--- config.mk ---
export PLATFORM = sky130hd
export DESIGN_NAME = sliding_window_period_stats
export DESIGN_NICKNAME = d
export VERILOG_FILES = /design/src/rtl/swps_pkg.sv /design/src/rtl/sliding_window_period_stats.sv /design/src/rtl/swps_cell.sv /design/src/rtl/swps_div.sv
export SDC_FILE = /design/constraint.sdc
export NUM_CORES = 2
export LEC_CHECK = 0
export ABC_AREA = 0
export BUFFER_PORTS_ARGS = -buffer_cell sky130_fd_sc_hd__clkbuf_2
export CORE_AREA = 4 4 509 561
export CTS_CLUSTER_SIZE = 24
export DETAILED_ROUTE_END_ITERATION = 10
export DIE_AREA = 0 0 513 565
export GPL_ROUTABILITY_DRIVEN = 1
export PLACE_DENSITY = 0.76
export SYNTH_ARGS = -nofsm -noshare
export SYNTH_HDL_FRONTEND = slang
export SYNTH_SLANG_ARGS = --single-unit
--- constraint.sdc ---
create_clock -name aclk -period 283.2 [get_ports aclk]
set_input_delay 14.16 -clock aclk [delete_from_list [all_inputs] [get_ports aclk]]
set_output_delay 14.16 -clock aclk [all_outputs]
set_load 0.05 [all_outputs]
--- src/rtl/swps_pkg.sv ---
// ============================================================================
// swps_pkg - shared types and constants
// Field widths, stream bus widths and control states for the sliding window
// period statistics block.
// ============================================================================
package swps_pkg;

    localparam int TIME_W      = 20;   // one frame time, microseconds
    localparam int COUNT_W     = 9;    // sample_count field
    localparam int IN_TDATA_W  = 24;   // 20 bits padded to whole bytes
    localparam int OUT_TDATA_W = 96;   // 9 + 4 * 20 = 89 bits padded

    localparam logic [TIME_W-1:0] TIME_MAX = {TIME_W{1'b1}};

    typedef logic [TIME_W-1:0] time_t;

    typedef enum logic [1:0] {
        ST_IDLE,    // waiting for a sample
        ST_SCAN,    // rotating the chain, min/max and divide running
        ST_WAIT     // scan finished, waiting on divider or output slot
    } swps_state_t;

endpackage

--- src/rtl/sliding_window_period_stats.sv ---
// Sequence: after an input transaction the chain rotates over all WINDOW cells
//   for the min/max scan while the serial divider runs alongside it.
// Pacing: no new sample is taken until the result is loaded into the output
//   register; the chain rotation sets the pace, and a busy output slot holds it.
// Reset: synchronous active-low aresetn clears count, sum, control and output
//   valid; window cells are not cleared and hold nothing until written.
// ============================================================================
// sliding_window_period_stats - windowed frame time statistics
// Keeps the last WINDOW frame times in a chain of cells and reports count,
// average, minimum, maximum and jitter after every sample.
// ============================================================================
module sliding_window_period_stats #(
    parameter int WINDOW = 256
) (
    input  logic                                  aclk,
    input  logic                                  aresetn,
    // s_tdata: [19:0] frame_time
    input  logic                                  s_tvalid,
    output logic                                  s_tready,
    input  logic [swps_pkg::IN_TDATA_W-1:0]       s_tdata,
    // m_tdata: [8:0] sample_count, [28:9] average_time, [48:29] minimum_time,
    //          [68:49] maximum_time, [88:69] jitter_time, [95:89] zero
    output logic                                  m_tvalid,
    input  logic                                  m_tready,
    output logic [swps_pkg::OUT_TDATA_W-1:0]      m_tdata
);
    import swps_pkg::*;

    // Count holds 0..WINDOW; the sum of WINDOW samples fits TIME_W + log2.
    localparam int CNT_W  = $clog2(WINDOW + 1);
    localparam int SUM_W  = TIME_W + $clog2(WINDOW);
    localparam int SCAN_W = $clog2(WINDOW);

    swps_state_t state_reg, state_next;

    // ------------------------------------------------------------------
    // Control outputs of the sequencer
    // ------------------------------------------------------------------
    logic in_take;      // input transaction this cycle
    logic rotate;       // chain recirculates one step
    logic div_start;    // launch divider on the updated sum and count
    logic out_load;     // capture the result into the output register

    logic              div_busy;
    time_t             div_quot;

    logic [CNT_W-1:0]  count_reg, count_next;
    logic [SUM_W-1:0]  sum_reg, sum_next;
    logic [SCAN_W-1:0] scan_reg;
    time_t             min_reg, max_reg;
    logic              scan_last;
    logic              tail_valid;

    logic              m_tvalid_reg;
    logic [OUT_TDATA_W-1:0] m_tdata_reg;

    // ------------------------------------------------------------------
    // Chain of cells. Cell 0 is the newest sample, the last cell the oldest.
    // On a transaction the new sample enters cell 0 and the oldest falls out
    // of the tail. During the scan the tail feeds back into cell 0, so after
    // WINDOW steps every cell is back in place.
    // ------------------------------------------------------------------
    time_t cell_q [WINDOW];
    time_t head_in;
    time_t sample;
    logic  chain_shift;

    assign sample      = s_tdata[TIME_W-1:0];
    assign head_in     = in_take ? sample : cell_q[WINDOW-1];
    assign chain_shift = in_take | rotate;

    for (genvar i = 0; i < WINDOW; i++) begin : g_cell
        time_t cell_d;
        if (i == 0) begin : g_head
            assign cell_d = head_in;
        end else begin : g_body
            assign cell_d = cell_q[i-1];
        end
        swps_cell u_cell (
            .aclk     (aclk),
            .shift_en (chain_shift),
            .d_in     (cell_d),
            .d_out    (cell_q[i])
        );
    end

    // ------------------------------------------------------------------
    // Sample count and running sum. When the window is full the tail cell
    // holds the oldest sample, which leaves the sum as the new one enters.
    // ------------------------------------------------------------------
    always_comb begin
        count_next = count_reg;
        sum_next   = sum_reg + SUM_W'(sample);
        if (count_reg == CNT_W'(WINDOW)) begin
            sum_next = sum_next - SUM_W'(cell_q[WINDOW-1]);
        end else begin
            count_next = count_reg + 1'b1;
        end
    end

    always_ff @(posedge aclk) begin
        if (!aresetn) begin
            count_reg <= '0;
            sum_reg   <= '0;
        end else if (in_take) begin
            count_reg <= count_next;
            sum_reg   <= sum_next;
        end
    end

    // ------------------------------------------------------------------
    // Min/max scan. At scan step k the tail shows the cell that sat at
    // position WINDOW-1-k; it is a held sample when that position is below
    // the count, i.e. k >= WINDOW - count.
    // ------------------------------------------------------------------
    assign scan_last  = (scan_reg == SCAN_W'(WINDOW - 1));
    assign tail_valid = (CNT_W'(scan_reg) >= (CNT_W'(WINDOW) - count_reg));

    always_ff @(posedge aclk) begin
        if (in_take) begin
            scan_reg <= '0;
            min_reg  <= TIME_MAX;
            max_reg  <= '0;
        end else if (rotate) begin
            scan_reg <= scan_reg + 1'b1;
            if (tail_valid) begin
                if (cell_q[WINDOW-1] < min_reg) begin
                    min_reg <= cell_q[WINDOW-1];
                end
                if (cell_q[WINDOW-1] > max_reg) begin
                    max_reg <= cell_q[WINDOW-1];
                end
            end
        end
    end

    // ------------------------------------------------------------------
    // Average: serial divide of the sum by the count, run during the scan.
    // ------------------------------------------------------------------
    swps_div #(
        .SUM_W (SUM_W),
        .CNT_W (CNT_W)
    ) u_div (
        .aclk     (aclk),
        .aresetn  (aresetn),
        .start    (div_start),
        .dividend (sum_reg),
        .divisor  (count_reg),
        .busy     (div_busy),
        .quotient (div_quot)
    );

    // ------------------------------------------------------------------
    // Sequencer
    // ------------------------------------------------------------------
    always_comb begin
        state_next = state_reg;
        unique case (state_reg)
            ST_IDLE: begin
                if (s_tvalid) begin
                    state_next = ST_SCAN;
                end
            end
            ST_SCAN: begin
                if (scan_last) begin
                    state_next = ST_WAIT;
                end
            end
            ST_WAIT: begin
                if (!div_busy && (!m_tvalid_reg || m_tready)) begin
                    state_next = ST_IDLE;
                end
            end
            default: state_next = ST_IDLE;
        endcase
    end

    always_comb begin
        s_tready  = 1'b0;
        rotate    = 1'b0;
        div_start = 1'b0;
        out_load  = 1'b0;
        unique case (state_reg)
            ST_IDLE: begin
                s_tready = 1'b1;
            end
            ST_SCAN: begin
                rotate    = 1'b1;
                div_start = (scan_reg == '0);
            end
            ST_WAIT: begin
                out_load = !div_busy && (!m_tvalid_reg || m_tready);
            end
            default: begin
                s_tready = 1'b0;
            end
        endcase
    end

    assign in_take = s_tvalid & s_tready;

    always_ff @(posedge aclk) begin
        if (!aresetn) begin
            state_reg <= ST_IDLE;
        end else begin
            state_reg <= state_next;
        end
    end

    // ------------------------------------------------------------------
    // Output register: the result waits here while the next sample is taken.
    // ------------------------------------------------------------------
    always_ff @(posedge aclk) begin
        if (!aresetn) begin
            m_tvalid_reg <= 1'b0;
        end else if (out_load) begin
            m_tvalid_reg <= 1'b1;
        end else if (m_tready) begin
            m_tvalid_reg <= 1'b0;
        end
    end

    always_ff @(posedge aclk) begin
        if (out_load) begin
            m_tdata_reg <= {7'b0, max_reg - min_reg, max_reg, min_reg, div_quot,
                            COUNT_W'(count_reg)};
        end
    end

    assign m_tvalid = m_tvalid_reg;
    assign m_tdata  = m_tdata_reg;

endmodule

--- src/rtl/swps_cell.sv ---
// ============================================================================
// swps_cell - one window cell
// Holds one sample and passes it to the next cell when the chain shifts.
// ============================================================================
module swps_cell (
    input  logic          aclk,
    input  logic          shift_en,
    input  swps_pkg::time_t d_in,
    output swps_pkg::time_t d_out
);
    import swps_pkg::*;

    time_t data_reg;

    always_ff @(posedge aclk) begin
        if (shift_en) begin
            data_reg <= d_in;
        end
    end

    assign d_out = data_reg;

endmodule

--- src/rtl/swps_div.sv ---
// ============================================================================
// swps_div - serial restoring divider
// One quotient bit per cycle; the dividend register fills with the quotient.
// ============================================================================
module swps_div #(
    parameter int SUM_W = 28,
    parameter int CNT_W = 9
) (
    input  logic             aclk,
    input  logic             aresetn,
    input  logic             start,
    input  logic [SUM_W-1:0] dividend,
    input  logic [CNT_W-1:0] divisor,
    output logic             busy,
    output swps_pkg::time_t  quotient
);
    import swps_pkg::*;

    localparam int STEP_W = $clog2(SUM_W + 1);

    logic [SUM_W-1:0]  dvd_reg, dvd_next;
    logic [CNT_W-1:0]  rem_reg, rem_next;
    logic [CNT_W-1:0]  dvs_reg;
    logic [STEP_W-1:0] step_reg;
    logic              busy_reg;
    logic [CNT_W:0]    trial;
    logic [CNT_W:0]    diff;
    logic              ge;

    always_comb begin
        trial    = {rem_reg, dvd_reg[SUM_W-1]};
        diff     = trial - {1'b0, dvs_reg};
        ge       = (trial >= {1'b0, dvs_reg});
        rem_next = ge ? diff[CNT_W-1:0] : trial[CNT_W-1:0];
        dvd_next = {dvd_reg[SUM_W-2:0], ge};
    end

    always_ff @(posedge aclk) begin
        if (!aresetn) begin
            busy_reg <= 1'b0;
            step_reg <= '0;
        end else if (start) begin
            busy_reg <= 1'b1;
            step_reg <= '0;
        end else if (busy_reg) begin
            step_reg <= step_reg + 1'b1;
            if (step_reg == STEP_W'(SUM_W - 1)) begin
                busy_reg <= 1'b0;
            end
        end
    end

    always_ff @(posedge aclk) begin
        if (start) begin
            dvd_reg <= dividend;
            rem_reg <= '0;
            dvs_reg <= divisor;
        end else if (busy_reg) begin
            dvd_reg <= dvd_next;
            rem_reg <= rem_next;
        end
    end

    assign busy     = busy_reg;
    // Quotient never exceeds the largest sample, so the low bits hold it all.
    assign quotient = dvd_reg[TIME_W-1:0];

endmodule
==> flow_summary.yaml <==
power_and_ir_drop:
  power_density_nw_per_um2: 9.084
  total_power_mw: 1.704
  vdd.ir_drop.worst_mv: 0.006138
  p_leak_nw: 64.20
synthesis:
  yosys_warnings: 0
  syn-mean-instance-area_um2: 25.56
  ys.flop_type: "edfxtp_1"
  synthArstFlopShare: 0
  netlist.top_cell.by_area: "edfxtp_1"
  synthTopCellsByCount: "edfxtp_1 (5246), nand2_1 (155), ha_1 (121)"
  ys_ff_latch: 5349
  netlist.area_leader.share: 0.9423
  synthTopCellsByArea: "edfxtp_1 (94%), dfxtp_1 (1.2%), ha_1 (0.91%)"
  syn_area_um2: 167200
  synth.distinct_cells: 73
  yosysMostFrequentCell: "edfxtp_1"
  synthCells: 6540
  synth_edf_count: 5246
  yosysSeqAreaShare: 0.9546
placement:
  place_congestion: 0.8062
  hpwlAfterDp_mm: 116.7
  numPortBuffers: 114
grt:
  grt_max_degree: 227
  grt_first_pass_wirelength_mm: 426.1
  grt_remaining_overflow: 0
  grt_usage: 0.1960
  grt_pass1_vias: 64120
  antenna_found_initial: 29
clock_network:
  cts_tree: "yes"
  clk_pin_slew_worst_paths_ps: 70
  postCtsHoldBufs: 0
  clock_path_buffers: 4
  cts_max_level: 5
  cts_sinks: 5349
  cts_resized: 0
  cts_setup_buffers: 0
  cts_buffers: 458
  clk_root_buffer_cell: "clkbuf_16"
  clk_latency_ps: 960
drt:
  vias: 63030
  vias_per_cell: 5.618
  drt-pass1-iter-count: 8
  first_iter_violations: 8729
  wl_per_cell_um: 25.05
  drc: 0
  detail-route-antenna-nets: 0
  wl_mm: 281.0
setup_path:
  crit_chain: "clkbuf_2 > nand2_2 > nand2_4 > buf_4 > buf_4 > buf_4 > buf_12 > buf_4"
  required_ps: 283700
  cp-end-kind: "flip-flop"
  critPathMaxStageDelay_ps: 1140
  reg2reg_to: "g_cell[101].u_cell.d_out[2]$_DFFE_PP_"
  reg2reg_depth: 8
  startpoint_type: "primary input"
  worst-setup-path-type: "primary input to flip-flop"
  worstPathMaxFanout: 226
  r2r-start: "state_reg[1]$_SDFFE_PN0P_"
  r2r_slack_ps: 275150
  slowest_stage: "buf_4"
  cp.arrival_ps: 21220
  critPathMostFrequentCell: "buf_4"
timing:
  post-route-period-util: 0.07317
  finClkSkew_ps: 73.11
  finalMaxSlewViolations: 0
  rsz0062_at_grt: "no"
  timing.final.hold_violations: 0
  max_freq_ghz: 0.04826
  tns_ps: 0
  setup-violations-final: 0
  worstMarginPinSlew_ps: 1347
  period_minus_slack_ps: 20720
  slew_headroom: 0.1023
die:
  num_rows: 204
  die_w_um: 513
  chipHeight_um: 565
  dieArea_um2: 289800
  start_util: 0.5971
  io_pins: 126
  core_area_um2: 280000
flow_run:
  cap_violations: 0
hold_path:
  hold_path_startpoint: "g_cell[183].u_cell.d_out[9]$_DFFE_PP_"
  hold_end: "g_cell[184].u_cell.d_out[9]$_DFFE_PP_"
  hp-class: "flip-flop to flip-flop"
  worstHoldPathCells: 0
cells_and_area:
  final_nets: 7266
  post-route-util: 0.6700
  area_delta_synth_final_pct: 12.21
  largest_reg_flops: 5120
  drive_gt1_frac: 0.1147
run_status:
  run_status: "finished clean"
[layout by cell type (no fill, tap or decap), drive strengths merged, types with 9 or more instances in the layout]
master	n
or3	10
a31oi	25
nor3	10
a211oi	23
ha	121
mux2i	18
xnor2	47
clkbuf	643
nor2	101
bufinv	48
inv	109
nand4	45
clkinv	233
nand3	17
diode	15
xor2	30
and3	9
a21oi	100
nor4	23
clkinvlp	24
o21a	9
nor2b	10
edfxtp	5246
nand2b	20
o21ai	85
dfxtp	103
buf	65
a21o	54
o31ai	28
nand2	156
[final cells by class]
cell class	instances	area [µm²]
timing repair buffer	179	1134
multi-input combinational	1025	6969
antenna	15	37.54
clock buffer	529	11750
tap	3708	4639
sequential	5349	159600
inverter	100	375.4
fill	15920	92410
clock inverter	314	3098
[cell families (layout without fill, tap and decap cells)]
group	count (synthesis)	count (layout)	share of synthesized area
AO/OA/AOI/OAI	381	381	0.01489
AND/OR/NAND/NOR	417	417	0.01166
buffers and inverters	172	1122	0.004124
other	1	22	0.00002243
XOR/XNOR	77	77	0.004034
flip-flops	5349	5349	0.9546
multiplexers	18	18	0.001152
adder cells (fa/ha/maj)	125	125	0.009535
[power by group]
group	leakage (nW)	switching, mW	internal, mW
registers	52.6	0.0326	0.979
clock network	7.20	0.291	0.343
logic	4.42	0.0456	0.0126
[worst max-delay path: cells and delay by family]
family | cells | cell delay, ps
buffers and inverters | 6 | 4790
and+or+nand+nor | 2 | 1660
[through the flow]
| stage | instance area [µm²] | worst slack, ps | cells | hold slack, ps |
|---|---|---|---|---|
| detailed placement | 172700 | 261680 | 10360 | 404.5 |
| global route | 187600 | 262080 | 11210 | 365.9 |
| finish | 187600 | 262480 | 11220 | 378.7 |
| floorplan | 167200 | 151750 | 6546 | 400.3 |
| CTS | 187600 | 262660 | 11200 | 374.2 |
| global placement | 172700 | 262140 | 10360 | 401.7 |
[worst max-delay path by stage]
| stage | to | cells after the start | startpoint | slack (ps) |
|---|---|---|---|---|
| floorplan | g_cell[0].u_cell.d_out[0]$_DFFE_PP_ | 4 | s_tvalid | 151750 |
| global placement | g_cell[100].u_cell.d_out[2]$_DFFE_PP_ | 8 | s_tvalid | 262140 |
| detailed placement | g_cell[92].u_cell.d_out[2]$_DFFE_PP_ | 8 | s_tvalid | 261680 |
| CTS | g_cell[110].u_cell.d_out[2]$_DFFE_PP_ | 8 | s_tvalid | 262660 |
| global route | g_cell[106].u_cell.d_out[2]$_DFFE_PP_ | 8 | s_tvalid | 262080 |
| finish | g_cell[101].u_cell.d_out[2]$_DFFE_PP_ | 8 | s_tvalid | 262480 |
[per-layer routing]
| layer | wire, µm | GRT usage | up-vias |
|---|---|---|---|
| met5 | 47 | 0 | - |
| met4 | 11920 | 0.07423 | 8 |
| met3 | 19380 | 0.03791 | 805 |
| met2 | 135100 | 0.3075 | 2730 |
| met1 | 114600 | 0.2805 | 32200 |
| li1 | - | - | 27290 |
Power figures use the tool's default switching activity.
